### src/hw/rtl/growable_array_insert_remove_core_assert.svh
// Assertion macros for the growable array core.
// Used by growable_array_insert_remove_core.sv; no other dependencies.
`ifndef GROWABLE_ARRAY_INSERT_REMOVE_CORE_ASSERT_SVH
`define GROWABLE_ARRAY_INSERT_REMOVE_CORE_ASSERT_SVH

// Condition that must hold at every clock edge outside reset
`define GAI_ASSERT_ALWAYS(label, clk, rst, expr) \
   label: assert property (@(posedge clk) disable iff (rst) (expr)) \
      else $error("growable array: invariant violated");

// Antecedent implies consequent in the same cycle
`define GAI_ASSERT_IMPLY(label, clk, rst, ante, cons) \
   label: assert property (@(posedge clk) disable iff (rst) (ante) |-> (cons)) \
      else $error("growable array: implication violated");

`endif

### src/hw/rtl/gai_pkg.sv
// Package for the growable array core: sizes, command and status codes,
// sequencer states and the capacity clamp. No dependencies.
package gai_pkg;

   localparam int DEPTH      = 16;
   localparam int IDX_W      = $clog2(DEPTH);
   localparam int CNT_W      = $clog2(DEPTH + 1);
   localparam int ELEM_W     = 32;
   localparam int POS_W      = 6;
   localparam int CAP_CFG_W  = 7;
   localparam int SIZE_W     = 7;
   localparam int CMP_W      = (POS_W > CNT_W) ? POS_W : CNT_W;
   localparam int REQ_DATA_W = 40;
   localparam int RSP_DATA_W = 56;
   localparam int RSP_PAD_W  = RSP_DATA_W - (2 + ELEM_W + POS_W + 2 * SIZE_W);
   localparam int INIT_CAP   = 3;

   typedef enum logic [1:0] {
      CMD_APPEND = 2'd0,
      CMD_INSERT = 2'd1,
      CMD_REMOVE = 2'd2,
      CMD_SHOW   = 2'd3
   } cmd_type;

   typedef enum logic [1:0] {
      STS_OK     = 2'd0,
      STS_BADIDX = 2'd1,
      STS_FULL   = 2'd2,
      STS_EMPTY  = 2'd3
   } status_type;

   typedef enum logic [2:0] {
      ST_IDLE,
      ST_INS_STEP,
      ST_INS_WR,
      ST_REM_STEP,
      ST_REM_WR,
      ST_SHOW_RD,
      ST_SHOW_LD,
      ST_RESP
   } state_type;

   // Clamp a written capacity into 1..DEPTH
   function automatic logic [CNT_W-1:0] clamp_cap(input logic [CAP_CFG_W-1:0] c);
      logic [CNT_W-1:0] r;
      if (c == '0) begin
         r = CNT_W'(1);
      end else if (int'(c) > DEPTH) begin
         r = CNT_W'(DEPTH);
      end else begin
         r = CNT_W'(c);
      end
      return r;
   endfunction

endpackage

### src/hw/rtl/growable_array_insert_remove_core.sv
// Growable ordered store of signed 32-bit values with a doubling and halving
// logical capacity. Depends on gai_pkg and growable_array_insert_remove_core_assert.svh.
`include "growable_array_insert_remove_core_assert.svh"

// Ordered store of up to DEPTH (16) signed values in a single-port style
// memory (one write and one registered read per cycle), driven by a small
// sequencer. Requests carry cmd in req_tuser: append, insert, remove, show.
// One request is handled at a time; req_tready is high only when idle.
// Every shift step moves one entry by a read and then a write through
// the memory port. Show returns one response per element, rsp_tlast
// on the final one.
// Capacity is loaded from csr_wdata (clamped to 1..DEPTH, and raised to the
// current count if smaller) on csr_wen; write it only while idle.
module growable_array_insert_remove_core (
   input  logic                               clock,
   input  logic                               reset,
   // request: tuser = cmd[1:0]
   input  logic                               req_tvalid,
   output logic                               req_tready,
   // tdata: value[31:0], position[37:32], zero pad[39:38]
   input  logic [gai_pkg::REQ_DATA_W-1:0]     req_tdata,
   input  logic [1:0]                         req_tuser,
   // response
   output logic                               rsp_tvalid,
   input  logic                               rsp_tready,
   // tdata: status[1:0], element[33:2], element_index[39:34],
   //        size_now[46:40], capacity_now[53:47], zero pad[55:54]
   output logic [gai_pkg::RSP_DATA_W-1:0]     rsp_tdata,
   output logic                               rsp_tlast,
   // capacity register
   input  logic                               csr_wen,
   input  logic [gai_pkg::CAP_CFG_W-1:0]      csr_wdata
);
   import gai_pkg::*;

   state_type              state_ff, state_in;
   cmd_type                op_ff, op_in;
   logic [CNT_W-1:0]       count_ff, count_in;
   logic [CNT_W-1:0]       capacity_ff, capacity_in;
   logic [CNT_W-1:0]       ptr_ff, ptr_in;
   logic [CNT_W-1:0]       pos_ff, pos_in;
   logic [ELEM_W-1:0]      value_ff, value_in;
   status_type             status_ff, status_in;
   logic [ELEM_W-1:0]      element_ff, element_in;
   logic [POS_W-1:0]       eidx_ff, eidx_in;
   logic                   last_ff, last_in;

   logic [ELEM_W-1:0]      mem [DEPTH];
   logic [ELEM_W-1:0]      rd_data_ff;
   logic [IDX_W-1:0]       rd_addr;
   logic                   mem_we;
   logic [IDX_W-1:0]       mem_waddr;
   logic [ELEM_W-1:0]      mem_wdata;

   cmd_type                req_cmd;
   logic [ELEM_W-1:0]      req_value;
   logic [CMP_W-1:0]       req_pos_w;
   logic [CMP_W-1:0]       count_w;
   logic                   req_acc;
   logic [CNT_W:0]         cap_dbl;
   logic [CNT_W-1:0]       cap_grow;
   logic [CNT_W-1:0]       ptr_inc;
   logic [CNT_W-1:0]       ptr_dec;
   logic [CNT_W-1:0]       cnt_dec;
   logic [CNT_W-1:0]       cap_half;
   logic [CNT_W-1:0]       cfg_cap;

   assign req_cmd   = cmd_type'(req_tuser);
   assign req_value = req_tdata[ELEM_W-1:0];
   assign req_pos_w = CMP_W'(req_tdata[ELEM_W +: POS_W]);
   assign count_w   = CMP_W'(count_ff);
   assign req_tready = (state_ff == ST_IDLE);
   assign req_acc    = req_tvalid && req_tready;

   // Shared pointer and count arithmetic
   assign ptr_inc  = ptr_ff + CNT_W'(1);
   assign ptr_dec  = ptr_ff - CNT_W'(1);
   assign cnt_dec  = count_ff - CNT_W'(1);
   assign cap_half = capacity_ff >> 1;
   assign cap_dbl  = {capacity_ff, 1'b0};
   assign cap_grow = (count_ff < capacity_ff) ? capacity_ff :
                     (cap_dbl > (CNT_W + 1)'(DEPTH)) ? CNT_W'(DEPTH) :
                     cap_dbl[CNT_W-1:0];
   assign cfg_cap  = (clamp_cap(csr_wdata) < count_ff) ? count_ff : clamp_cap(csr_wdata);

   always_comb begin
      case (state_ff)
         ST_INS_STEP: rd_addr = ptr_dec[IDX_W-1:0];
         ST_REM_STEP: rd_addr = ptr_inc[IDX_W-1:0];
         default:     rd_addr = ptr_ff[IDX_W-1:0];
      endcase
   end

   // Next state
   always_comb begin
      state_in = state_ff;
      case (state_ff)
         ST_IDLE: begin
            if (req_acc) begin
               state_in = ST_RESP;
               case (req_cmd)
                  CMD_INSERT: begin
                     if (req_pos_w <= count_w && count_ff < capacity_ff
                         && int'(count_ff) < DEPTH) begin
                        state_in = ST_INS_STEP;
                     end
                  end
                  CMD_REMOVE: begin
                     if (count_ff != '0 && req_pos_w < count_w) begin
                        state_in = ST_REM_STEP;
                     end
                  end
                  CMD_SHOW: begin
                     if (count_ff != '0) begin
                        state_in = ST_SHOW_RD;
                     end
                  end
                  default: state_in = ST_RESP;
               endcase
            end
         end
         ST_INS_STEP: state_in = (ptr_ff == pos_ff) ? ST_RESP : ST_INS_WR;
         ST_INS_WR:   state_in = ST_INS_STEP;
         ST_REM_STEP: state_in = (ptr_inc >= count_ff) ? ST_RESP : ST_REM_WR;
         ST_REM_WR:   state_in = ST_REM_STEP;
         ST_SHOW_RD:  state_in = ST_SHOW_LD;
         ST_SHOW_LD:  state_in = ST_RESP;
         ST_RESP: begin
            if (rsp_tready) begin
               state_in = (op_ff == CMD_SHOW && !last_ff) ? ST_SHOW_RD : ST_IDLE;
            end
         end
         default: state_in = ST_IDLE;
      endcase
   end

   // Datapath and memory controls
   always_comb begin
      op_in       = op_ff;
      count_in    = count_ff;
      capacity_in = capacity_ff;
      ptr_in      = ptr_ff;
      pos_in      = pos_ff;
      value_in    = value_ff;
      status_in   = status_ff;
      element_in  = element_ff;
      eidx_in     = eidx_ff;
      last_in     = last_ff;
      mem_we      = 1'b0;
      mem_waddr   = ptr_ff[IDX_W-1:0];
      mem_wdata   = rd_data_ff;
      case (state_ff)
         ST_IDLE: begin
            if (csr_wen) begin
               capacity_in = cfg_cap;
            end
            if (req_acc) begin
               op_in      = req_cmd;
               value_in   = req_value;
               pos_in     = CNT_W'(req_pos_w);
               element_in = '0;
               eidx_in    = '0;
               last_in    = 1'b1;
               status_in  = STS_OK;
               case (req_cmd)
                  CMD_APPEND: begin
                     capacity_in = cap_grow;
                     if (int'(count_ff) >= DEPTH || count_ff >= cap_grow) begin
                        status_in = STS_FULL;
                     end else begin
                        mem_we    = 1'b1;
                        mem_waddr = count_ff[IDX_W-1:0];
                        mem_wdata = req_value;
                        count_in  = count_ff + CNT_W'(1);
                     end
                  end
                  CMD_INSERT: begin
                     ptr_in = count_ff;
                     if (req_pos_w > count_w) begin
                        status_in = STS_BADIDX;
                     end else if (count_ff >= capacity_ff || int'(count_ff) >= DEPTH) begin
                        status_in = STS_FULL;
                     end
                  end
                  CMD_REMOVE: begin
                     ptr_in = CNT_W'(req_pos_w);
                     if (count_ff == '0) begin
                        status_in = STS_EMPTY;
                     end else if (req_pos_w >= count_w) begin
                        status_in = STS_BADIDX;
                     end
                  end
                  default: begin
                     ptr_in = '0;
                     if (count_ff == '0) begin
                        status_in = STS_EMPTY;
                     end
                  end
               endcase
            end
         end
         ST_INS_STEP: begin
            if (ptr_ff == pos_ff) begin
               mem_we    = 1'b1;
               mem_waddr = pos_ff[IDX_W-1:0];
               mem_wdata = value_ff;
               count_in  = count_ff + CNT_W'(1);
            end
         end
         ST_INS_WR: begin
            // entry ptr-1 moves up into ptr
            mem_we = 1'b1;
            ptr_in = ptr_dec;
         end
         ST_REM_STEP: begin
            if (ptr_inc >= count_ff) begin
               count_in = cnt_dec;
               if (cnt_dec == cap_half) begin
                  capacity_in = (cap_half == '0) ? CNT_W'(1) : cap_half;
               end
            end
         end
         ST_REM_WR: begin
            // entry ptr+1 moves down into ptr
            mem_we = 1'b1;
            ptr_in = ptr_inc;
         end
         ST_SHOW_LD: begin
            element_in = rd_data_ff;
            eidx_in    = POS_W'(ptr_ff);
            last_in    = (ptr_inc == count_ff);
            status_in  = STS_OK;
         end
         ST_RESP: begin
            if (rsp_tready && op_ff == CMD_SHOW && !last_ff) begin
               ptr_in = ptr_inc;
            end
         end
         default: begin
         end
      endcase
   end

   always_ff @(posedge clock) begin
      if (reset) begin
         state_ff    <= ST_IDLE;
         count_ff    <= '0;
         capacity_ff <= clamp_cap(CAP_CFG_W'(INIT_CAP));
      end else begin
         state_ff    <= state_in;
         count_ff    <= count_in;
         capacity_ff <= capacity_in;
      end
   end

   always_ff @(posedge clock) begin
      op_ff      <= op_in;
      ptr_ff     <= ptr_in;
      pos_ff     <= pos_in;
      value_ff   <= value_in;
      status_ff  <= status_in;
      element_ff <= element_in;
      eidx_ff    <= eidx_in;
      last_ff    <= last_in;
   end

   always_ff @(posedge clock) begin
      if (mem_we) begin
         mem[mem_waddr] <= mem_wdata;
      end
      rd_data_ff <= mem[rd_addr];
   end

   assign rsp_tvalid = (state_ff == ST_RESP);
   assign rsp_tlast  = last_ff;
   assign rsp_tdata  = {RSP_PAD_W'(0), SIZE_W'(capacity_ff), SIZE_W'(count_ff),
                        eidx_ff, element_ff, status_ff};

   `GAI_ASSERT_ALWAYS(a_count_le_cap, clock, reset, count_ff <= capacity_ff)
   `GAI_ASSERT_ALWAYS(a_cap_nonzero, clock, reset, capacity_ff != '0 && int'(capacity_ff) <= DEPTH)
   `GAI_ASSERT_IMPLY(a_no_accept_while_busy, clock, reset, rsp_tvalid, !req_tready)
   `GAI_ASSERT_IMPLY(a_shift_in_range, clock, reset, state_ff == ST_INS_WR || state_ff == ST_REM_WR, ptr_ff < count_ff || (state_ff == ST_INS_WR && ptr_ff == count_ff))

endmodule

### config.mk
export PLATFORM = sky130hd
export DESIGN_NAME = growable_array_insert_remove_core
export DESIGN_NICKNAME = d
export VERILOG_FILES = /design/src/hw/rtl/gai_pkg.sv /design/src/hw/rtl/growable_array_insert_remove_core.sv
export VERILOG_INCLUDE_DIRS = /design/src /design/src/hw/rtl
export SDC_FILE = /design/constraint.sdc
export NUM_CORES = 1
export LEC_CHECK = 0
export BUFFER_PORTS_ARGS = -buffer_cell sky130_fd_sc_hd__buf_2
export CAP_MARGIN = 40
export CORE_ASPECT_RATIO = 0.75
export CORE_MARGIN = 3
export CORE_UTILIZATION = 55
export DETAILED_ROUTE_END_ITERATION = 12
export PLACE_DENSITY = 0.72
export SETUP_SLACK_MARGIN = 0.15
export SYNTH_ARGS = -nofsm -noshare
export SYNTH_HDL_FRONTEND = slang
export SYNTH_SLANG_ARGS = --single-unit
### constraint.sdc
create_clock -name clock -period 5.87 [get_ports clock]
set_input_delay 0.8805 -clock clock [delete_from_list [all_inputs] [get_ports clock]]
set_output_delay 0.8805 -clock clock [all_outputs]
set_load 0.05 [all_outputs]
Word-level counts from Yosys, hierarchy flattened
Memory sizes are Yosys's and may differ from the RTL's. A register that Yosys moved wholly into a read port is not among the register bits.
Index checks and enable logic that the tools add are counted.
{ "word_totals": {"reg_bits": 98, "mem_bits_rw": 512, "word_cells": 144, "memories": 1} }
{ "mem_list": {"columns": ["memory", "depth", "word_bits", "read_ports", "rd_clocked_by_memory_dff", "write_ports", "line", "source"], "rows": [
  ["mem", 16, 32, 1, 1, 1, "growable_array_insert_remove_core.sv:48", "logic [ELEM_W-1:0] mem [DEPTH];"]
]} }
{ "op_classes": {"add_sub_neg": 4, "order_cmp": 13, "eq_ne": 23, "mux": 65, "n_reduce_logical": 27} }
{ "ops": {"columns": ["op", "count"], "rows": [
  ["two-way mux 32 bit", 5],
  ["one-hot mux 32 bit (2 select lines)", 2],
  ["two-way mux 5 bit", 17],
  ["one-hot mux 5 bit (3 select lines)", 2],
  ["one-hot mux 3 bit (8 select lines)", 1],
  ["two-way mux 4 bit", 5],
  ["one-hot mux 5 bit (4 select lines)", 1],
  ["two-way mux 3 bit", 6],
  ["two-way mux 2 bit", 8],
  ["one-hot mux 4 bit (2 select lines)", 2],
  [">= comparator 5 bit", 3],
  ["equality test 3 bit, second input constant", 4],
  ["one-hot mux 6 bit (2 select lines)", 1],
  ["adder 5 x 1 -> 5 bit, second input constant", 2],
  ["equality test 5 bit", 2],
  ["logical NOT 5 bit", 2],
  ["less-than comparator 5 bit", 2],
  ["inequality test 2 bit, second input constant", 5],
  ["one-hot mux 5 bit (2 select lines)", 1],
  ["subtractor 5 x 1 -> 5 bit, second input constant", 2],
  ["one-hot mux 3 bit (3 select lines)", 1],
  ["two-way mux 1 bit", 8],
  ["inequality test 2 x 1 -> 1 bit, second input constant", 4],
  ["> comparator 7 x 5 -> 1 bit, second input constant", 1],
  ["32 further kinds", 45]
]} }

Longest topological paths before layout
Gate-level depths: netlist (run 1).
{ "logic_depth": {"depth_word": 11, "depth_mapped": 16, "depth_no_buf": 13} }

Worst setup path after synthesis (run 1)
Ideal clock, no wire load.
{ "synth_timing": {"path_kind": "input to register", "start": "in req_tvalid", "end": "mem mem[11][0], enable pin", "arrival_time_ps": 5768, "t_required_ps": 5449, "path_slack_ps": -319, "path_stages": 7, "n_path_buf": 2, "cell_sequence": "nor4b_2 > and2_1 > o211ai_1 > clkbuf_1 > clkbuf_1 > o32a_1 > nor2_1"} }
{ "synth_via": {"elab_chain_len": 5} }
{ "synth_rtl": {"columns": ["item", "line", "source"], "rows": [
  ["start, declared", "growable_array_insert_remove_core.sv:18", "input logic req_tvalid,"],
  ["logical AND 1 bit (*)", "growable_array_insert_remove_core.sv:73", "assign req_acc = req_tvalid && req_tready;"],
  ["two-way mux 1 bit", "growable_array_insert_remove_core.sv:157", "if (req_acc) begin"],
  ["one-hot mux 1 bit (3 select lines)", "growable_array_insert_remove_core.sv:152", "case (state_ff)"],
  ["two-way mux 1 bit", "growable_array_insert_remove_core.sv:268", "if (mem_we) begin"],
  ["two-way mux 1 bit (implied by the code)", "growable_array_insert_remove_core.sv:269", "mem[mem_waddr] <= mem_wdata;"],
  ["end, declared", "growable_array_insert_remove_core.sv:48", null]
]} }
Mark *: on every way between the ends. The rest lies on a longest branch, timed or not.

Final worst setup path (run 1)
{ "layout_timing": {"start": "reg capacity_ff[3]", "end": "mem mem[10][7], enable pin"} }
{ "layout_via": {"elab_chain_len": 11} }
{ "layout_rtl": {"columns": ["item", "line", "source"], "rows": [
  ["start, declared", "growable_array_insert_remove_core.sv:39", "logic [CNT_W-1:0] capacity_ff, capacity_in;"],
  ["start signal, assigned", "growable_array_insert_remove_core.sv:248", "capacity_ff <= clamp_cap(CAP_CFG_W'(INIT_CAP));"],
  ["start signal, assigned", "growable_array_insert_remove_core.sv:252", "capacity_ff <= capacity_in;"],
  ["> comparator 6 x 5 -> 1 bit", "growable_array_insert_remove_core.sv:82", "(cap_dbl > (CNT_W + 1)'(DEPTH)) ? CNT_W'(DEPTH) :"],
  ["two-way mux 5 bit", "growable_array_insert_remove_core.sv:82", null],
  ["two-way mux 5 bit (*)", "growable_array_insert_remove_core.sv:81", "assign cap_grow = (count_ff < capacity_ff) ? capacity_ff :"],
  [">= comparator 5 bit (*)", "growable_array_insert_remove_core.sv:168", "if (int'(count_ff) >= DEPTH || count_ff >= cap_grow) begin"],
  ["logical OR 1 bit (*)", "growable_array_insert_remove_core.sv:168", null],
  ["two-way mux 1 bit", "growable_array_insert_remove_core.sv:168", null],
  ["two-way mux 1 bit", "growable_array_insert_remove_core.sv:165", "case (req_cmd)"],
  ["two-way mux 1 bit", "growable_array_insert_remove_core.sv:157", null],
  ["one-hot mux 1 bit (3 select lines)", "growable_array_insert_remove_core.sv:152", null],
  ["two-way mux 1 bit", "growable_array_insert_remove_core.sv:268", null],
  ["two-way mux 1 bit (implied by the code)", "growable_array_insert_remove_core.sv:269", null]
]} }
Marks and branches as above.

==> results of run 1 <==
[registers in the layout, indices dropped and copies added, names as in the netlist, 3 cells and up]
name	count
capacity_ff	5
count_ff	5
eidx_ff	5
element_ff	32
mem	512
pos_ff	5
ptr_ff	5
rd_data_ff	32
state_ff	3
value_ff	32
[layer usage]
| layer | vias to the layer above | part of all wire | track usage |
|---|---|---|---|
| li1 | 6045 | - | - |
| met1 | 7311 | 0.42 | 0.359 |
| met2 | 715 | 0.46 | 0.363 |
| met3 | 91 | 0.099 | 0.0583 |
| met4 | 0 | 0.022 | 0.0682 |
| met5 | - | 0 | 0 |
[worst min-delay path by stage]
| stage | startpoint | end | slack, ns | cells after the start |
|---|---|---|---|---|
| CTS | req_tdata[20] | value_ff[20]$_DFFE_PP_ | 0.40 | 1 |
| global placement | rd_data_ff[3]$_DFF_P_ | element_ff[3]$_SDFFCE_PN0P_ | 0.57 | 1 |
| global route | req_tdata[30] | value_ff[30]$_DFFE_PP_ | 0.42 | 1 |
| floorplan | rd_data_ff[0]$_DFF_P_ | element_ff[0]$_SDFFCE_PN0P_ | 0.55 | 1 |
| detailed placement | rd_data_ff[3]$_DFF_P_ | element_ff[3]$_SDFFCE_PN0P_ | 0.58 | 1 |
| finish | req_tdata[28] | value_ff[28]$_DFFE_PP_ | 0.44 | 1 |
[stage by stage]
stage          worst slack (ns)  hold WS [ns]  total power, uW
6_report                  0.686         0.440            18400
5_1_grt                   0.452         0.421            19300
4_1_cts                   0.723         0.405            18600
3_5_place_dp              0.769         0.582            14500
3_3_place_gp              0.888         0.570            14200
2_1_floorplan             0.488         0.553            12400
[cells in the final DEF, fill, tap and decap left out, types with 5 or more instances in the layout]
master     synthesis  layout
nor3_1            21      21
a31oi_1            9       9
buf_4             14      42
nor2_4             0      14
ha_1              32      32
dfxtp_1           45      44
o22ai_1           35      35
clkbuf_8           0      10
and3_1             7       7
clkinv_1           0       6
o21ai_0           22      22
mux2i_1           42      42
mux4_2           160     160
and2_1            41      39
a22oi_1           35      35
nand2_1           26      26
clkbuf_1          58      12
inv_1             22      21
nor2_1            46      32
clkbuf_16          0      58
a211oi_1           8       8
buf_2             13     103
xnor2_1           12       9
conb_1             1       7
nand3_1           14      13
edfxtp_1         596     596
nor2b_1            7       6
clkinv_2           0       8
bufinv_16          0      10
nand2b_1           6       6
buf_12             0       5
o21a_1            36      34
a21oi_1           21      20
xor2_1             6       6
o32a_1             5       5
[power by group]
group | internal [uW] | leakage, uW | switching (uW) | total, uW
Sequential | 6930 | 0.00578 | 417 | 7350
Combinational | 2840 | 0.00337 | 4230 | 7070
Clock | 2390 | 0.00101 | 1640 | 4030
Total | 12200 | 0.0102 | 6290 | 18400
[cell families after synthesis]
kind of cell / after synthesis / share of synthesized area
flip-flops: 641 / 0.712
buffers and inverters: 113 / 0.0190
adder cells (fa/ha/maj): 32 / 0.0152
AO/OA/AOI/OAI: 215 / 0.0574
other: 1 / 0.000142
multiplexers: 205 / 0.154
AND/OR/NAND/NOR: 184 / 0.0361
XOR/XNOR: 18 / 0.00598
[cell usage after synthesis (all sizes together) (3+ instances only)]
library cell  number
a211o              3
a211oi             8
a21o               4
a21oi             21
a22oi             35
a311oi             5
a31oi              9
and2              41
and3               7
buf               31
clkbuf            58
dfxtp             45
edfxtp           596
ha                32
inv               24
mux2               3
mux2i             42
mux4             160
nand2             27
nand2b             6
nand3             14
nor2              46
nor2b              7
nor3              22
o21a              36
o21ai             24
o221ai             3
o22ai             35
o31a               3
o32a               5
o32ai              3
or3                4
xnor2             12
xor2               6
[area by class of cell]
class / instances / area (sq um)
flip-flops and latches: 641 / 18800
fillers: 3132 / 16700
multi-input cells: 661 / 7270
clock buffers: 80 / 1630
repair buffers: 152 / 986
well taps: 630 / 788
clock inverters: 27 / 413
inverters: 24 / 90.1
diodes: 1 / 2.50
==> metrics.md, run 1 <==
| Metric | Value |
|---|---|
| CTS sink cnt | `641` |
| Highest Clock Rate | `193 MHz` |
| Total GRT Usage | `0.242` |
| Critical Path End Type | `flop` |
| Worst Max-Slew Pin Slew | `0.844 ns` |
| Worst Setup Start Kind | `flop` |
| Total gr overflow | `0` |
| First-pass GRT wire length | `91,000 um` |
| Synth top area cells | `edfxtp_1 (68%), mux4_2 (14%), dfxtp_1 (3.4%)` |
| Largest net degree at the start of global routing | `114` |
| Final Core Density | `0.642` |
| Drt first pass iters | `6` |
| Post-DP HPWL | `34,900 um` |
| Reg2Reg Setup Slack | `0.69 ns` |
| Area after DPL | `27,900 sq um` |
| Clock period minus worst slack | `5.18 ns` |
| # IOs | `113` |
| Max cap viols | `0` |
| Hold Crit Class | `primary input to flop` |
| Seq/Total Area, Yosys | `0.712` |
| TritonCTS Buffers | `57` |
| Antenna violations before repair | `3` |
| RSZ-0062 raised after global routing | `false` |
| Reg-to-reg endpoint | `mem[10][7]$_DFFE_PP_` |
| H-tree Lvls | `2` |
| FP Rows | `68` |
| Seq cells post-synth | `641` |
| Max Buffers Root-to-Sink | `3` |
| Cell Count Post-Placement | `2,108` |
| Setup bufs post-CTS | `0` |
| Setup crit end | `mem[10][7]$_DFFE_PP_` |
| R2R cell count | `15` |
| Post-route ant nets | `0` |
| Fin. max-slew vios | `0` |
| Layout area overhead | `13.7%` |
| Worst Setup SP | `capacity_ff[3]$_SDFFE_PP0P_` |
| Non-filler cells, final | `2,216` |
| Die height | `196 um` |
| Buffers added on ports | `103` |
| Cell Area, Synth | `26,400 sq um` |
| CP max-delay cell | `dfxtp_1` |
| Slew HR | `0.437` |
| Vias in the first global route | `14,200` |
| Post-route cell area | `30,000 sq um` |
| Leak pwr | `0.0102 uW` |
| Vias/cell | `6.39` |
| Top Family by Delay on Critical Path | `compound AO/OA/AOI/OAI gates` |
| CP Data Required Time | `6.16 ns` |
| Die W | `259 um` |
| GP Congestion | `0.858` |
| Crit-path max FO | `16` |
| Area leader, netlist | `edfxtp_1` |
| DRC violations left | `0` |
| Worst Path Arrival | `5.48 ns` |
| Bufs and invs on worst path | `3` |
| Kind of critical path | `flop to flop` |
| Status | `completed` |
| Nets@finish | `1,623` |
| CTS Hold Bufs | `0` |
| VDD IR max | `0.667 mV` |
| Primary FF master, synth | `edfxtp_1` |
| Die area | `50,700 sq um` |
| Synth warn | `0` |
| Final setup violation count | `0` |
| R2r startpoint | `capacity_ff[3]$_SDFFE_PP0P_` |
| Final-report hold violation count | `0` |
| Total wire length | `60,600 um` |
| Critical-path cell list | `inv_1 > ha_1 > and3_1 > o21ai_0 > nand3_1 > mux2i_1 > ha_1 > a21o_1 > a31oi_1 > o211ai_1 > buf_4 > a211o_1 > o32a_1 > nor2_4 > buf_4` |
| CTS Root Cell | `clkbuf_16` |
| Worst path max stage delay | `0.64 ns` |
| CTS tree | `yes` |
| Clk Latency, worst-skew pair | `0.63 ns` |
| TNS Setup | `0 ns` |
| Core Area | `46,700 sq um` |
| Mapped Cells | `1,409` |
| Initial Utilization | `0.565` |
| Setup Skew | `0.0345 ns` |
| DR vias | `14,200` |
| Layout cells sized above 1 | `0.276` |
| Post-synth EDFFs | `596` |
| DR WL/cell | `27.4 um` |
| Post-synth ARST share | `0` |
| Library cells used by synthesis | `68` |
| Clock-pin slew on the worst setup and hold paths | `0.07 ns` |
| Detailed Route Iter0 Violations | `1,518` |
| Post-synth top area share | `0.678` |
| Levels on crit path | `15` |
| Mapped Avg Cell Area | `18.7 sq um` |
| PwrDens | `615 nW/um^2` |
| Fin crit share | `0.883` |
| Post-cts sizing count | `0` |
(Power assumes the default switching activity.)
==> inputs of run 2 (changes only) <==
- CORE_UTILIZATION: 55 -> 38
- PLACE_DENSITY: 0.72 -> 0.53
==> metrics.md, run 2 (synthesized netlist as in run 1, its figures left out) <==
| Metric | Value |
|---|---|
| Die area | `72,700 sq um (was 50,700 sq um)` |
| Die W | `310 um (was 259 um)` |
| Status | `completed (unchanged)` |
| Detailed Route Iter0 Violations | `1,322 (was 1,518)` |
| Final setup violation count | `0 (unchanged)` |
| Layout area overhead | `16.0% (was 13.7%)` |
| Cell internal pwr | `12,300 uW (was 12,200 uW)` |
| Core Area | `67,700 sq um (was 46,700 sq um)` |
| Clock period minus worst slack | `4.92 ns (was 5.18 ns)` |
| First-pass GRT wire length | `97,200 um (was 91,000 um)` |
| Most frequent cells in the layout | `edfxtp_1 (596), mux4_2 (160), buf_2 (103) (unchanged)` |
| Post-route ant nets | `0 (unchanged)` |
| Critical Path End Type | `flop (unchanged)` |
| Switching part of the total power | `0.343 (was 0.341)` |
| Setup Skew | `0.0211 ns (was 0.0345 ns)` |
| Net Sw Power | `6400 uW (was 6290 uW)` |
| Logic pwr share | `0.382 (was 0.383)` |
| Clk Latency, worst-skew pair | `0.61 ns (was 0.63 ns)` |
| Biggest register | `mem (unchanged)` |
| TNS Setup | `0 ns (unchanged)` |
| Largest net degree at the start of global routing | `94 (was 114)` |
| Total gr overflow | `0 (unchanged)` |
| Non-filler cells, final | `2,483 (was 2,216)` |
| Diode count | `0 (was 1)` |
| Hold Crit Class | `primary input to flop (unchanged)` |
| Worst hold slack | `0.467 ns (was 0.440 ns)` |
| Hold Crit Start | `req_tdata[10] (was req_tdata[28])` |
| TritonCTS Buffers | `66 (was 57)` |
| Total wire length | `66,200 um (was 60,600 um)` |
| Layout cells sized above 1 | `0.281 (was 0.276)` |
| Die height | `234 um (was 196 um)` |
| Overall Power | `18,700 uW (was 18,400 uW)` |
| Slew HR | `0.413 (was 0.437)` |
| Post-DP HPWL | `36,500 um (was 34,900 um)` |
| Post-cts sizing count | `0 (unchanged)` |
| Most common cell after layout, fill and taps aside | `edfxtp_1 (unchanged)` |
| # IOs | `113 (unchanged)` |
| Initial Utilization | `0.390 (was 0.565)` |
| Highest Clock Rate | `203 MHz (was 193 MHz)` |
| DRC violations left | `0 (unchanged)` |
| CP max-delay cell | `dfxtp_1 (unchanged)` |
| DR WL/cell | `26.7 um (was 27.4 um)` |
| Reg2Reg Setup Slack | `0.95 ns (was 0.69 ns)` |
| Drt first pass iters | `5 (was 6)` |
| Final-report hold violation count | `0 (unchanged)` |
| FP Rows | `82 (was 68)` |
| Crit-path max FO | `19 (was 16)` |
| CTS Hold Bufs | `0 (unchanged)` |
| PwrDens | `611 nW/um^2 (was 615 nW/um^2)` |
| Nets@finish | `1,634 (was 1,623)` |
| VDD IR max | `0.372 mV (was 0.667 mV)` |
| Worst Setup Start Kind | `flop (unchanged)` |
| Max Buffers Root-to-Sink | `3 (unchanged)` |
| GP Congestion | `0.822 (was 0.858)` |
| Final Core Density | `0.452 (was 0.642)` |
| CTS sink cnt | `641 (unchanged)` |
| Vias in the first global route | `14,200 (about the same)` |
| RSZ-0062 raised after global routing | `false (unchanged)` |
| CTS Root Cell | `clkbuf_16 (unchanged)` |
| Fin crit share | `0.839 (was 0.883)` |
| Worst Path Arrival | `5.25 ns (was 5.48 ns)` |
| R2r startpoint | `capacity_ff[3]$_SDFFE_PP0P_ (unchanged)` |
| Worst path max stage delay | `0.61 ns (was 0.64 ns)` |
| Reg-to-reg endpoint | `mem[13][11]$_DFFE_PP_ (was mem[10][7]$_DFFE_PP_)` |
| Worst Max-Slew Pin Slew | `0.881 ns (was 0.844 ns)` |
| Clock power frac | `0.226 (was 0.218)` |
| R2R cell count | `15 (unchanged)` |
| Kind of critical path | `flop to flop (unchanged)` |
| Sequential power share | `0.392 (was 0.398)` |
| Critical-path cell list | `inv_1 > ha_1 > and3_1 > o21ai_0 > nand3_1 > mux2i_1 > ha_1 > a21o_1 > a31oi_1 > o211ai_1 > buf_4 > buf_4 > mux2i_1 > a22oi_1 > o21a_1 (was inv_1 > ha_1 > and3_1 > o21ai_0 > nand3_1 > mux2i_1 > ha_1 > a21o_1 > a31oi_1 > o211ai_1 > buf_4 > a211o_1 > o32a_1 > nor2_4 > buf_4)` |
| Antenna violations before repair | `2 (was 3)` |
| Setup bufs post-CTS | `0 (unchanged)` |
| Leak pwr | `0.0103 uW (was 0.0102 uW)` |
| Vias/cell | `5.64 (was 6.39)` |
| Buffers added on ports | `103 (unchanged)` |
| CP Data Required Time | `6.20 ns (was 6.16 ns)` |
| Max cap viols | `0 (unchanged)` |
| Hold Crit Depth | `1 (unchanged)` |
| CTS tree | `yes (unchanged)` |
| Total GRT Usage | `0.185 (was 0.242)` |
| Hold Path End | `value_ff[10]$_DFFE_PP_ (was value_ff[28]$_DFFE_PP_)` |
| Fin. max-slew vios | `0 (unchanged)` |
| Fillers | `5,844 (was 3,132)` |
| DR vias | `14,000 (was 14,200)` |
| Cell Count Post-Placement | `2,361 (was 2,108)` |
| Largest register FFs | `512 (unchanged)` |
| H-tree Lvls | `3 (was 2)` |
| Clock-pin slew on the worst setup and hold paths | `0.06 ns (was 0.07 ns)` |
-- run 2: cell types whose count changed in the layout (fill, tap and decap cells not counted), sizes merged --
cell,before,now
clkinv,17,22
buf,152,153
inv,24,25
clkbuf,80,92
bufinv,10,4
clkinvlp,0,3
diode,1,0
-- run 2: layer usage --
layer / vias up / track usage / share of wire
li1: 6074 / - / -
met1: 7449 / 0.279 / 0.48
met2: 393 / 0.283 / 0.46
met3: 83 / 0.0321 / 0.051
met4: 0 / 0.0381 / 0.016
met5: - / 0 / 0
-- run 2: layout make-up --
type | count | area [sq um] | share of cell area
multi-input combinational | 661 | 7270 | 0.238
tap | 882 | 1100 | 0.0361
clock buffer | 91 | 1900 | 0.0621
inverter | 24 | 90.1 | 0.00294
timing repair buffer | 154 | 1140 | 0.0372
sequential | 641 | 18800 | 0.614
clock inverter | 30 | 299 | 0.00977
-- run 2: worst max path at each step --
stage / startpoint / to / slack (ns) / depth (start not counted)
after floorplan: capacity_ff[3]$_SDFFE_PP0P_ / mem[11][0]$_DFFE_PP_ / 0.49 / 15
after global placement: capacity_ff[3]$_SDFFE_PP0P_ / mem[9][16]$_DFFE_PP_ / 1.08 / 15
after detailed placement: capacity_ff[3]$_SDFFE_PP0P_ / mem[13][16]$_DFFE_PP_ / 0.98 / 15
after CTS: capacity_ff[3]$_SDFFE_PP0P_ / mem[7][11]$_DFFE_PP_ / 0.92 / 15
after global routing: capacity_ff[3]$_SDFFE_PP0P_ / mem[3][16]$_DFFE_PP_ / 0.66 / 15
final: capacity_ff[3]$_SDFFE_PP0P_ / mem[13][11]$_DFFE_PP_ / 0.95 / 15
-- run 2: critical path, delay by kind of cell (launching register included) --
kind	cells	cell delay (ns)
adder cells (fa/ha/maj)	2	0.66
AND/OR/NAND/NOR	2	0.58
flip-flops	1	0.61
multiplexers	2	0.38
buffers and inverters	3	0.91
AO/OA/AOI/OAI	6	1.48
-- run 2: power by group through the flow --
stage	sequential, uW	clock (uW)	combinational, uW
finish	7320	4220	7140
global route	7400	4520	7770
CTS	7330	4340	7280
detailed placement	7420	0	7270
global placement	7390	0	7060
floorplan	7600	0	4810
-- run 2: stage by stage --
stage          area (sq um)  setup WS, ns
2_1_floorplan         26400         0.488
3_3_place_gp          28300          1.08
3_5_place_dp          28400         0.982
4_1_cts               30600         0.924
5_1_grt               30600         0.662
6_report              30600         0.946
